$ cat config.mk
export PLATFORM = sky130hd
export DESIGN_NAME = aesgcm_ctrl
export DESIGN_NICKNAME = d
export VERILOG_FILES = /design/src/rtl/aesgcm_pkg.sv /design/src/rtl/aesgcm_ctrl.sv
export SDC_FILE = /design/constraint.sdc
export NUM_CORES = 1
export LEC_CHECK = 0
export BUFFER_PORTS_ARGS = -buffer_cell sky130_fd_sc_hd__buf_2
export CORE_UTILIZATION = 53
export DETAILED_ROUTE_END_ITERATION = 16
export PLACE_DENSITY = 0.89
export SLEW_MARGIN = 15
export SYNTH_ARGS = -nofsm -noshare
export SYNTH_HDL_FRONTEND = slang
export SYNTH_SLANG_ARGS = --single-unit
$ cat constraint.sdc
create_clock -name clock -period 2.5 [get_ports clock]
set_input_delay 0.125 -clock clock [delete_from_list [all_inputs] [get_ports clock]]
set_output_delay 0.125 -clock clock [all_outputs]
set_load 0.02 [all_outputs]
$ cat src/rtl/aesgcm_pkg.sv
// Shared types, constants and lookup tables for the AES-256-GCM stream engine.
`default_nettype none

package aesgcm_pkg;

   localparam int unsigned ROUNDS_DEFAULT = 14;

   typedef enum logic [1:0] {
      OP_START  = 2'd0,
      OP_AAD    = 2'd1,
      OP_TEXT   = 2'd2,
      OP_FINISH = 2'd3
   } opcode_type;

   localparam logic [1:0] KIND_TEXT    = 2'd0;
   localparam logic [1:0] KIND_TAG     = 2'd1;
   localparam logic [1:0] KIND_VERDICT = 2'd2;

   localparam logic [2:0] REG_KEY0   = 3'd0;
   localparam logic [2:0] REG_KEY1   = 3'd1;
   localparam logic [2:0] REG_KEY2   = 3'd2;
   localparam logic [2:0] REG_KEY3   = 3'd3;
   localparam logic [2:0] REG_NONCEH = 3'd4;
   localparam logic [2:0] REG_NONCEL = 3'd5;
   localparam logic [2:0] REG_MODE   = 3'd6;

   typedef struct packed {
      logic [1:0]  opcode;
      logic [63:0] chunk_data;
      logic [3:0]  chunk_bytes;
      logic [63:0] expected_tag_high;
      logic [63:0] expected_tag_low;
   } req_word_type;

   typedef struct packed {
      logic [1:0]  result_kind;
      logic [63:0] data_out;
      logic [3:0]  byte_count;
      logic        auth_ok;
      logic        last;
   } rsp_word_type;

   typedef enum logic [1:0] {
      AES_ZERO = 2'd0,
      AES_CTR  = 2'd1,
      AES_J0   = 2'd2
   } aes_src_type;

   typedef enum logic [1:0] {
      OUT_TEXT    = 2'd0,
      OUT_HI      = 2'd1,
      OUT_LO      = 2'd2,
      OUT_VERDICT = 2'd3
   } out_sel_type;

   typedef struct packed {
      logic        capture;
      logic        key_load;
      logic        aes_start;
      aes_src_type aes_sel;
      logic        set_hkey;
      logic        gh_start;
      logic        gh_len;
      logic        set_text;
      logic        byte_step;
      logic        count_add;
      logic        load_ks;
      logic        tag_load;
      logic        out_load;
      out_sel_type out_sel;
   } cmd_type;

   typedef struct packed {
      opcode_type op;
      logic       n_zero;
      logic       text_started;
      logic       fill_nz;
      logic       fill_full;
      logic       bytes_done;
      logic       ks_empty;
      logic       kx_done;
      logic       aes_done;
      logic       gh_done;
      logic       decrypt;
      logic       out_free;
   } sts_type;

   localparam logic [7:0] RCON [7] = '{8'h01, 8'h02, 8'h04, 8'h08, 8'h10, 8'h20, 8'h40};

   localparam logic [7:0] SBOX [256] = '{
      8'h63,8'h7c,8'h77,8'h7b,8'hf2,8'h6b,8'h6f,8'hc5,8'h30,8'h01,8'h67,8'h2b,8'hfe,8'hd7,8'hab,8'h76,
      8'hca,8'h82,8'hc9,8'h7d,8'hfa,8'h59,8'h47,8'hf0,8'had,8'hd4,8'ha2,8'haf,8'h9c,8'ha4,8'h72,8'hc0,
      8'hb7,8'hfd,8'h93,8'h26,8'h36,8'h3f,8'hf7,8'hcc,8'h34,8'ha5,8'he5,8'hf1,8'h71,8'hd8,8'h31,8'h15,
      8'h04,8'hc7,8'h23,8'hc3,8'h18,8'h96,8'h05,8'h9a,8'h07,8'h12,8'h80,8'he2,8'heb,8'h27,8'hb2,8'h75,
      8'h09,8'h83,8'h2c,8'h1a,8'h1b,8'h6e,8'h5a,8'ha0,8'h52,8'h3b,8'hd6,8'hb3,8'h29,8'he3,8'h2f,8'h84,
      8'h53,8'hd1,8'h00,8'hed,8'h20,8'hfc,8'hb1,8'h5b,8'h6a,8'hcb,8'hbe,8'h39,8'h4a,8'h4c,8'h58,8'hcf,
      8'hd0,8'hef,8'haa,8'hfb,8'h43,8'h4d,8'h33,8'h85,8'h45,8'hf9,8'h02,8'h7f,8'h50,8'h3c,8'h9f,8'ha8,
      8'h51,8'ha3,8'h40,8'h8f,8'h92,8'h9d,8'h38,8'hf5,8'hbc,8'hb6,8'hda,8'h21,8'h10,8'hff,8'hf3,8'hd2,
      8'hcd,8'h0c,8'h13,8'hec,8'h5f,8'h97,8'h44,8'h17,8'hc4,8'ha7,8'h7e,8'h3d,8'h64,8'h5d,8'h19,8'h73,
      8'h60,8'h81,8'h4f,8'hdc,8'h22,8'h2a,8'h90,8'h88,8'h46,8'hee,8'hb8,8'h14,8'hde,8'h5e,8'h0b,8'hdb,
      8'he0,8'h32,8'h3a,8'h0a,8'h49,8'h06,8'h24,8'h5c,8'hc2,8'hd3,8'hac,8'h62,8'h91,8'h95,8'he4,8'h79,
      8'he7,8'hc8,8'h37,8'h6d,8'h8d,8'hd5,8'h4e,8'ha9,8'h6c,8'h56,8'hf4,8'hea,8'h65,8'h7a,8'hae,8'h08,
      8'hba,8'h78,8'h25,8'h2e,8'h1c,8'ha6,8'hb4,8'hc6,8'he8,8'hdd,8'h74,8'h1f,8'h4b,8'hbd,8'h8b,8'h8a,
      8'h70,8'h3e,8'hb5,8'h66,8'h48,8'h03,8'hf6,8'h0e,8'h61,8'h35,8'h57,8'hb9,8'h86,8'hc1,8'h1d,8'h9e,
      8'he1,8'hf8,8'h98,8'h11,8'h69,8'hd9,8'h8e,8'h94,8'h9b,8'h1e,8'h87,8'he9,8'hce,8'h55,8'h28,8'hdf,
      8'h8c,8'ha1,8'h89,8'h0d,8'hbf,8'he6,8'h42,8'h68,8'h41,8'h99,8'h2d,8'h0f,8'hb0,8'h54,8'hbb,8'h16
   };

   function automatic logic [31:0] sub_word(input logic [31:0] w);
      sub_word = {SBOX[w[31:24]], SBOX[w[23:16]], SBOX[w[15:8]], SBOX[w[7:0]]};
   endfunction

endpackage

`default_nettype wire

$ cat src/rtl/aesgcm_ctrl.sv
// Controller: sequences key set-up, byte processing, hashing and result delivery.
`default_nettype none

module aesgcm_ctrl (
   input  logic                clock,
   input  logic                reset,
   input  logic                req_valid,
   output logic                req_stall,
   input  aesgcm_pkg::sts_type sts,
   output aesgcm_pkg::cmd_type cmd
);
   import aesgcm_pkg::*;

   typedef enum logic [13:0] {
      S_IDLE      = 14'b00000000000001,
      S_DISPATCH  = 14'b00000000000010,
      S_KEYX      = 14'b00000000000100,
      S_HAES      = 14'b00000000001000,
      S_BYTE      = 14'b00000000010000,
      S_CAES      = 14'b00000000100000,
      S_BGH       = 14'b00000001000000,
      S_EMIT_TEXT = 14'b00000010000000,
      S_FPADW     = 14'b00000100000000,
      S_FLEN      = 14'b00001000000000,
      S_FLENW     = 14'b00010000000000,
      S_FAESW     = 14'b00100000000000,
      S_EMIT_HI   = 14'b01000000000000,
      S_EMIT_LO   = 14'b10000000000000
   } state_type;

   state_type state_ff, state_in;

   always_comb begin
      cmd      = '0;
      state_in = state_ff;
      case (state_ff)
         S_IDLE: begin
            if (req_valid) begin
               cmd.capture = 1'b1;
               state_in    = S_DISPATCH;
            end
         end
         S_DISPATCH: begin
            case (sts.op)
               OP_START: begin
                  cmd.key_load = 1'b1;
                  state_in     = S_KEYX;
               end
               OP_AAD: begin
                  state_in = (sts.text_started || sts.n_zero) ? S_IDLE : S_BYTE;
               end
               OP_TEXT: begin
                  if (sts.n_zero) begin
                     state_in = S_IDLE;
                  end else if (!sts.text_started) begin
                     cmd.set_text = 1'b1;
                     if (sts.fill_nz) begin
                        cmd.gh_start = 1'b1;
                        state_in     = S_BGH;
                     end else begin
                        state_in = S_BYTE;
                     end
                  end else begin
                     state_in = S_BYTE;
                  end
               end
               default: begin
                  if (sts.fill_nz) begin
                     cmd.gh_start = 1'b1;
                     state_in     = S_FPADW;
                  end else begin
                     state_in = S_FLEN;
                  end
               end
            endcase
         end
         S_KEYX: begin
            if (sts.kx_done) begin
               cmd.aes_start = 1'b1;
               cmd.aes_sel   = AES_ZERO;
               state_in      = S_HAES;
            end
         end
         S_HAES: begin
            if (sts.aes_done) begin
               cmd.set_hkey = 1'b1;
               state_in     = S_IDLE;
            end
         end
         S_BYTE: begin
            if (sts.fill_full) begin
               cmd.gh_start = 1'b1;
               state_in     = S_BGH;
            end else if (sts.bytes_done) begin
               cmd.count_add = 1'b1;
               state_in      = (sts.op == OP_TEXT) ? S_EMIT_TEXT : S_IDLE;
            end else if (sts.op == OP_TEXT && sts.ks_empty) begin
               cmd.aes_start = 1'b1;
               cmd.aes_sel   = AES_CTR;
               state_in      = S_CAES;
            end else begin
               cmd.byte_step = 1'b1;
            end
         end
         S_CAES: begin
            if (sts.aes_done) begin
               cmd.load_ks = 1'b1;
               state_in    = S_BYTE;
            end
         end
         S_BGH: begin
            if (sts.gh_done) begin
               state_in = S_BYTE;
            end
         end
         S_EMIT_TEXT: begin
            if (sts.out_free) begin
               cmd.out_load = 1'b1;
               cmd.out_sel  = OUT_TEXT;
               state_in     = S_IDLE;
            end
         end
         S_FPADW: begin
            if (sts.gh_done) begin
               state_in = S_FLEN;
            end
         end
         S_FLEN: begin
            cmd.gh_start = 1'b1;
            cmd.gh_len   = 1'b1;
            state_in     = S_FLENW;
         end
         S_FLENW: begin
            if (sts.gh_done) begin
               cmd.aes_start = 1'b1;
               cmd.aes_sel   = AES_J0;
               state_in      = S_FAESW;
            end
         end
         S_FAESW: begin
            if (sts.aes_done) begin
               cmd.tag_load = 1'b1;
               state_in     = S_EMIT_HI;
            end
         end
         S_EMIT_HI: begin
            if (sts.out_free) begin
               cmd.out_load = 1'b1;
               if (sts.decrypt) begin
                  cmd.out_sel = OUT_VERDICT;
                  state_in    = S_IDLE;
               end else begin
                  cmd.out_sel = OUT_HI;
                  state_in    = S_EMIT_LO;
               end
            end
         end
         S_EMIT_LO: begin
            if (sts.out_free) begin
               cmd.out_load = 1'b1;
               cmd.out_sel  = OUT_LO;
               state_in     = S_IDLE;
            end
         end
         default: begin
            state_in = S_IDLE;
         end
      endcase
   end

   always_ff @(posedge clock) begin
      if (reset) begin
         state_ff <= S_IDLE;
      end else begin
         state_ff <= state_in;
      end
   end

   assign req_stall = (state_ff != S_IDLE);

endmodule

`default_nettype wire

# --- Word-level counts from Yosys, hierarchy flattened ---
# Cells that the tools add are included.
classes:
  eq_ne: 28
  muxes: 57
  n_reduce_logical: 6
ops:
  columns: ["cell", "count"]
  rows:
  - ["2-to-1 mux 14 bit", 16]
  - ["one-hot mux 14 bit (13 select lines)", 1]
  - ["one-hot mux 14 bit (3 select lines)", 1]
  - ["2-to-1 mux 3 bit", 8]
  - ["2-to-1 mux 1 bit", 20]
  - ["inequality test 2 bit, second input constant", 9]
  - ["one-hot mux 3 bit (3 select lines)", 2]
  - ["equality test 14 x 1 -> 1 bit, second input constant", 1]
  - ["equality test 14 x 10 -> 1 bit, second input constant", 1]
  - ["equality test 14 x 11 -> 1 bit, second input constant", 1]
  - ["equality test 14 x 12 -> 1 bit, second input constant", 1]
  - ["equality test 14 x 13 -> 1 bit, second input constant", 1]
  - ["equality test 14 bit, second input constant", 1]
  - ["equality test 14 x 2 -> 1 bit, second input constant", 1]
  - ["equality test 14 x 3 -> 1 bit, second input constant", 1]
  - ["equality test 14 x 4 -> 1 bit, second input constant", 1]
  - ["equality test 14 x 5 -> 1 bit, second input constant", 1]
  - ["equality test 14 x 6 -> 1 bit, second input constant", 1]
  - ["equality test 14 x 7 -> 1 bit, second input constant", 1]
  - ["equality test 14 x 8 -> 1 bit, second input constant", 1]
  - ["equality test 14 x 9 -> 1 bit, second input constant", 1]
  - ["inequality test 14 x 1 -> 1 bit, second input constant", 1]
  - ["AND reduction 11 bit", 1]
  - ["2-to-1 mux 10 bit", 1]
  - ["other kinds (14)", 17]
word_totals:
  in_bits: 16
  register_bits: 14
  elab_cells: 92

# --- Depth between registers and ports, before layout ---
# Gate-level depths: netlist of the first run.
depth:
  ltp_word: 6
  depth_mapped: 8
  ltp_nobuf: 6

# --- Least setup slack after synthesis of the first run ---
# OpenSTA, ideal clock, no wires.
synth_path:
  path_kind: "reg-to-output"
  from: "register state_ff[4]"
  to: "output port cmd[1] (netlist bit)"
  setup_slack_ns: 0.143
  path_buffers: 2
  arrival_ns: 2.232
  t_required_ns: 2.375
  path_stages_with_launch: 8
  path_cell_list: "dfxtp_1 > buf_6 > or4_4 > buf_6 > nor2_8 > a22oi_4 > nor3_1 > a21boi_1"
synth_lines:
  columns: ["element", "line_no", "source"]
  rows:
  - ["from (decl)", "aesgcm_ctrl.sv:31", "state_type state_ff, state_in;"]
  - ["from (signal assigned)", "aesgcm_ctrl.sv:175", "state_ff <= state_in;"]
  - ["to (decl)", "aesgcm_ctrl.sv:10", "output aesgcm_pkg::cmd_type cmd"]

==> flow_metrics.py, run 1 <==
metrics = {
    "run_status": {
        "status": "finished clean",
    },
    "critical_path": {
        "path_delay_family": "simple AND/OR/NAND/NOR gates",
        "crit_fanout": 9,
        "worstSetupStartpoint": "state_ff[4]",
        "crit_path_end_kind": "primary output",
        "crit_top_cell": "nor4_2",
        "cp_slowest_cell": "dfxtp_1",
        "arrival_ns": 2.25,
        "timing.rr.start": "state_ff[4]",
        "critPathMaxStageDelay_ns": 0.42,
        "cp_num_buf_inv": 1,
        "critPathKind": "flop to primary output",
        "critPathRequiredTime_ns": 2.38,
        "cp-start-kind": "flop",
        "crit_chain": "nor4_2 > nand4b_1 > or2_1 > nor4_2 > nand2_1 > o2111ai_1 > buf_2",
    },
    "grt": {
        "grt_usage_pct": 29.0,
        "antenna_found_initial": 0,
        "grt_max_degree": 16,
        "grt_pass1_wl_mm": 5.94,
        "grt_overflow_total": 0,
        "grt_pass1_vias": 1277,
    },
    "sta": {
        "fin_crit_ns": 2.37,
        "tightest_slew_ns": 0.563,
        "setup_slack_ns": 0.126,
        "slew_headroom_pct": 61.9,
        "fin_crit_sh_pct": 94.9,
        "final_max_slew_viol_count": 0,
        "hold_viol_final": 0,
        "finClkSkew_ns": 0.00489,
        "fmax_ghz": 0.421,
        "rsz0062_at_grt": "yes",
        "setup_viol": 0,
        "tns_ns": 0,
    },
    "cts": {
        "root_buffer": "clkbuf_4",
        "cts_setup_buffers": 0,
        "htree_levels": 1,
        "clk_latency_ns": 0.29,
        "clk_transition_reported_paths_ns": 0.09,
        "cts_tree": "built",
        "cts_buffers": 3,
        "cts.sinks": 14,
        "cts_buffer_depth": 2,
    },
    "finish": {
        "diodes": 0,
        "fin_util_pct": 63.0,
        "reg.largest.list": "state_ff x14",
        "regMostFlops": "state_ff",
        "syn_to_final_growth_pct": 13.1,
        "fillers": 227,
        "largest_reg_flops": 14,
        "nNetsFinal": 218,
        "drive_gt1_share_pct": 29.4,
    },
    "power": {
        "irDropWorstVdd_mv": 0.368,
        "leakage_uw": 0.000646,
        "pwr_density_cell_mw_per_mm2": 411,
    },
    "placed_design": {
        "dpl.hpwl_mm": 2.88,
        "place_congestion": 0.937,
        "port_buffers": 32,
        "dp_slack_ns": 0.350,
    },
    "synth": {
        "synth_top_area_share_pct": 20.3,
        "synth_ff_type": "dfxtp_1",
        "synth_edf_count": 0,
        "syn_nets": 195,
        "synthesis.area_mm2": 0.00138,
        "ys_top_cells_by_count": "dfxtp_1, nor2_1, nor3_1, a21oi_1, buf_2",
        "ys_seq_elements": 14,
        "synth_top_cell_by_area": "dfxtp_1",
        "syn_avg_cell_area_um2": 7.71,
        "seq_area_frac_synth_pct": 20.3,
        "synthCells": 179,
        "yosys-top-cells-area": "dfxtp_1, nor3_1, a21oi_1, nor4_1, nor2_1",
        "synth_cell_type_count": 51,
        "post-synth-top-count-cell": "dfxtp_1",
        "synth_warnings": 0,
        "async_reset_ff_share_pct": 0,
    },
    "floorplan": {
        "die_w_um": 53.0,
        "io_pins": 33,
        "rows": 18,
        "start_util_pct": 55.7,
        "design.core.area_mm2": 0.00248,
        "dieArea_mm2": 0.00281,
        "dieHeight_um": 53.0,
    },
    "routing": {
        "via_count": 1491,
        "dr.first_iter.drc_count": 41,
        "antenna_left": 0,
        "drc": 0,
        "vias_per_cell": 6.45,
        "routed_wl_mm": 3.76,
        "routedWlPerCell_um": 16.3,
        "first_pass_iters": 4,
    },
    "hold_path": {
        "hp-start": "sts[1]",
        "holdCritPathClass": "primary input to flop",
    },
    "flow_run": {
        "max_cap_violations": 0,
    },
}
-- power breakdown --
group	total, µW	internal [µW]	switching (µW)
Sequential	254	231	23.1
Clock	173	88.9	83.9
Combinational	215	87.8	127
Total	642	408	234
-- layout make-up --
cell class	count	area, µm²	share of cell area (%)
clock buffers	4	36.3	2.32
repair buffers	34	175	11.2
flip-flops and latches	14	280	17.9
multi-input cells	141	1000	64.2
well taps	30	37.5	2.40
inverters	8	30.0	1.92
-- placed cells by master, fill, tap and decap left out, types with 6 or more instances in the layout --
cell	n
nor2_1	13
dfxtp_1	14
a21oi_1	12
nand3_1	6
or3_1	6
inv_1	8
o21ai_1	8
nor3_1	11
buf_2	32
nand2_1	8
-- worst register-to-register path, stage by stage, from the launching register on --
cell and delay, ns:
dfxtp_1 0.53, nor4b_1 0.53, nand4_1 0.24, nand2b_1 0.30
o311ai_4 0.20, nor3_2 0.11, a211oi_2 0.20
-- final timing paths --
kind / endpoint / slack [ns] / cells after the start
worst max-delay path: cmd[9] / 0.13 / 7
worst min-delay path: state_ff[13] / 0.12 / 3
worst max register to register: state_ff[3] / 0.32 / 6
worst min register to register: state_ff[13] / 0.63 / 2
-- per-stage QoR --
| step | instances | instance area [µm²] | power (µW) | hold WS (ns) |
|---|---|---|---|---|
| 4_1_cts | 231 | 1520 | 631 | 0.124 |
| 3_3_place_gp | 227 | 1490 | 464 | 0.425 |
| 2_1_floorplan | 179 | 1380 | 401 | 0.204 |
| 3_5_place_dp | 227 | 1490 | 464 | 0.431 |
| 5_1_grt | 231 | 1560 | 679 | 0.122 |
| 6_report | 231 | 1560 | 642 | 0.119 |
-- what timing repair did --
action                                  4_1_cts  5_1_grt
hold buffers                                  0        0
endpoints found under the setup margin        0        5
hold endpoints to repair                      0        0
resized for setup                             0        6
-- kinds of logic (layout without fill, tap and decap cells) --
| kind of cell | after synthesis | after routing | synth area share [%] |
|---|---|---|---|
| buffers and inverters | 24 | 46 | 9.79 |
| AO/OA/AOI/OAI | 41 | 41 | 21.0 |
| AND/OR/NAND/NOR | 92 | 92 | 43.8 |
| flip-flops | 14 | 14 | 20.3 |
| XOR/XNOR | 8 | 8 | 5.08 |
-- routing by layer --
metal  share of wire (%)  GRT usage, %  vias to the layer above
li1                    -             -                      712
met1                  43          40.3                      681
met2                  46          43.9                       90
met3                 8.6          7.18                        8
met4                 2.4          7.89                        0
met5                   0             0                        -
No activity file was read; power rests on OpenSTA's default activity.
==> inputs of run 2 (changes only) <==
--- a/config.mk
+++ b/config.mk
@@ -6,9 +6,11 @@
 export NUM_CORES = 1
 export LEC_CHECK = 0
 export BUFFER_PORTS_ARGS = -buffer_cell sky130_fd_sc_hd__buf_2
-export CORE_UTILIZATION = 53
+export CELL_PAD_IN_SITES_DETAIL_PLACEMENT = 1
+export CELL_PAD_IN_SITES_GLOBAL_PLACEMENT = 1
+export CORE_UTILIZATION = 35
 export DETAILED_ROUTE_END_ITERATION = 16
-export PLACE_DENSITY = 0.89
+export PLACE_DENSITY = 0.86
 export SLEW_MARGIN = 15
 export SYNTH_ARGS = -nofsm -noshare
 export SYNTH_HDL_FRONTEND = slang
==> constraint.sdc (replaced) <==
create_clock -name clock -period 2.1 [get_ports clock]
set_input_delay 0.105 -clock clock [delete_from_list [all_inputs] [get_ports clock]]
set_output_delay 0.105 -clock clock [all_outputs]
set_load 0.02 [all_outputs]
==> run 2 against run 1 <==
The flow now finishes with violations (setup timing). Critical path depth increased by 1. Flip-flop and latch count unchanged. Routed wire length increased by 130%. Clock power increased by 40%. Die area increased by 49%. Largest cell class unchanged.
==> flow_metrics.py, run 2 (synthesis results as in run 1) <==
metrics = {
    "run_status": {
        "status": "finished with violations",
        "violations": "setup timing",
    },
    "floorplan": {
        "rows": 22,
        "dieArea_mm2": 0.00420,
        "start_util_pct": 37.1,
        "dieHeight_um": 64.8,
        "die_w_um": 64.8,
        "io_pins": 33,
        "design.core.area_mm2": 0.00372,
    },
    "finish": {
        "instances_no_fill": 311,
        "multi_input_area_mm2": 0.00133,
        "drive_gt1_share_pct": 63.9,
        "diodes": 0,
        "final_cell_mix": "buf_4, buf_2, buf_6",
        "fin_util_pct": 68.3,
        "final_common_cell": "buf_4",
        "reg.largest.list": "state_ff x14",
        "largest_reg_flops": 14,
        "regMostFlops": "state_ff",
        "area.sequential_um2": 302,
        "nNetsFinal": 281,
        "fillers": 412,
        "syn_to_final_growth_pct": 83.9,
    },
    "grt": {
        "busiest_layer": "met2",
        "grt_overflow_total": 0,
        "grt_use_met1_pct": 37.2,
        "grt_pass1_wl_mm": 10.1,
        "grt_use_met2_pct": 55.3,
        "grt_pass1_vias": 1906,
        "grt_usage_pct": 32.9,
        "grt_max_degree": 16,
        "use_met3_pct": 4.58,
        "antenna_found_initial": 1,
    },
    "critical_path": {
        "crit_path_end_kind": "flop",
        "cp-start-kind": "flop",
        "crit_fanout": 4,
        "arrival_ns": 2.50,
        "critPathMaxStageDelay_ns": 0.58,
        "critPathRequiredTime_ns": 2.27,
        "crit_chain": "or4_4 > buf_6 > nor4_4 > o21ai_2 > nand2_2 > buf_4 > o21ai_4 > a21oi_2",
        "critPathKind": "flop to flop",
        "cp_slowest_cell": "or4_4",
    },
    "placed_design": {
        "port_buffers": 32,
        "dpl.hpwl_mm": 4.23,
        "place_congestion": 0.948,
        "post-place-cells": 280,
    },
    "cts": {
        "clk_latency_ns": 0.25,
        "cts.sinks": 14,
        "htree_levels": 1,
        "cts_buffer_depth": 2,
        "root_buffer": "clkbuf_8",
        "cts_buffers": 3,
        "clk_transition_reported_paths_ns": 0.07,
        "cts_tree": "built",
    },
    "power": {
        "irDropWorstVdd_mv": 0.298,
        "leakage_uw": 0.00106,
        "pwr_density_cell_mw_per_mm2": 440,
    },
    "routing": {
        "first_pass_iters": 4,
        "vias_per_cell": 6.39,
        "dr.first_iter.drc_count": 135,
        "antenna_left": 0,
        "routed_wl_mm": 8.68,
        "drc": 0,
        "via_count": 1988,
        "routedWlPerCell_um": 27.9,
    },
    "sta": {
        "finClkSkew_ns": 0.00206,
        "final_max_slew_viol_count": 0,
        "hold_viol_final": 0,
        "fin_crit_sh_pct": 111,
        "tns_ns": -2.74,
        "rsz0062_at_grt": "yes",
        "setup_slack_ns": -0.233,
        "tightest_slew_ns": 0.433,
        "fmax_ghz": 0.429,
        "setup_viol": 26,
        "slew_headroom_pct": 70.9,
        "fin_crit_ns": 2.33,
    },
    "flow_run": {
        "max_cap_violations": 0,
    },
    "hold_path": {
        "holdCritPathClass": "primary input to flop",
    },
}
==> run 2: changes by cell type in the layout (fill, tap and decap cells not counted), moves of 5 or more <==
cell	previous run	this run
buf_4	2	56
a21oi_2	0	5
dfxtp_1	14	5
buf_6	0	17
dfxtp_2	0	5
buf_2	32	20
nand3_1	6	1
o21ai_1	8	1
a21oi_1	12	7
nor4_4	1	7
==> run 2: layout make-up <==
class / instances / share of cell area (%)
sequential: 14 / 11.9
multi-input combinational: 142 / 52.3
timing repair buffer: 96 / 30.6
tap: 48 / 2.37
clock buffer: 3 / 1.63
inverter: 8 / 1.18
==> run 2: timing repair <==
action,CTS,global route
hold buffers,0,0
buffers inserted,11,15
resized for setup,35,72
pin swaps,12,36
setup endpoints to repair,21,28
gates cloned,1,1
==> run 2: path summary, 6_finish.rpt <==
check,start,end,slack [ns],cells after the start
worst min-delay path,sts[8],state_ff[8],0.19,3
worst min register to register,state_ff[8],state_ff[8],0.54,2
worst max register to register,state_ff[13],state_ff[12],-0.23,8
worst max-delay path,state_ff[13],state_ff[12],-0.23,8
==> run 2: metrics by stage <==
step	worst slack [ns]	hold slack (ns)	area, µm²	power (µW)
5_1_grt	-0.463	0.210	2540	1140
4_1_cts	-0.0891	0.144	2070	920
6_report	-0.233	0.194	2540	1120
2_1_floorplan	-0.0219	0.184	1400	480
3_5_place_dp	-0.124	0.420	1810	624
3_3_place_gp	0.00222	0.405	1810	612
==> run 2: worst max-delay path, delay by kind of cell (launching register included) <==
kind / cells / cell delay, ns
simple gates: 3 / 1.10
compound gates: 3 / 0.44
flops: 1 / 0.38
buf+inv: 2 / 0.32
==> run 2: where the power goes <==
part           switching, µW  internal [µW]  leakage, µW
Combinational            310            269     0.000924
Sequential              23.9            272     0.000118
Clock                    114            127    0.0000216
Total                    448            668      0.00106
==> run 2: routing by layer <==
layer	share of wire, %	vias to the layer above	routed length [µm]
li1	-	840	-
met1	39	974	3390
met2	46	126	4030
met3	8.4	48	729
met4	6.1	0	527
met5	0	-	0
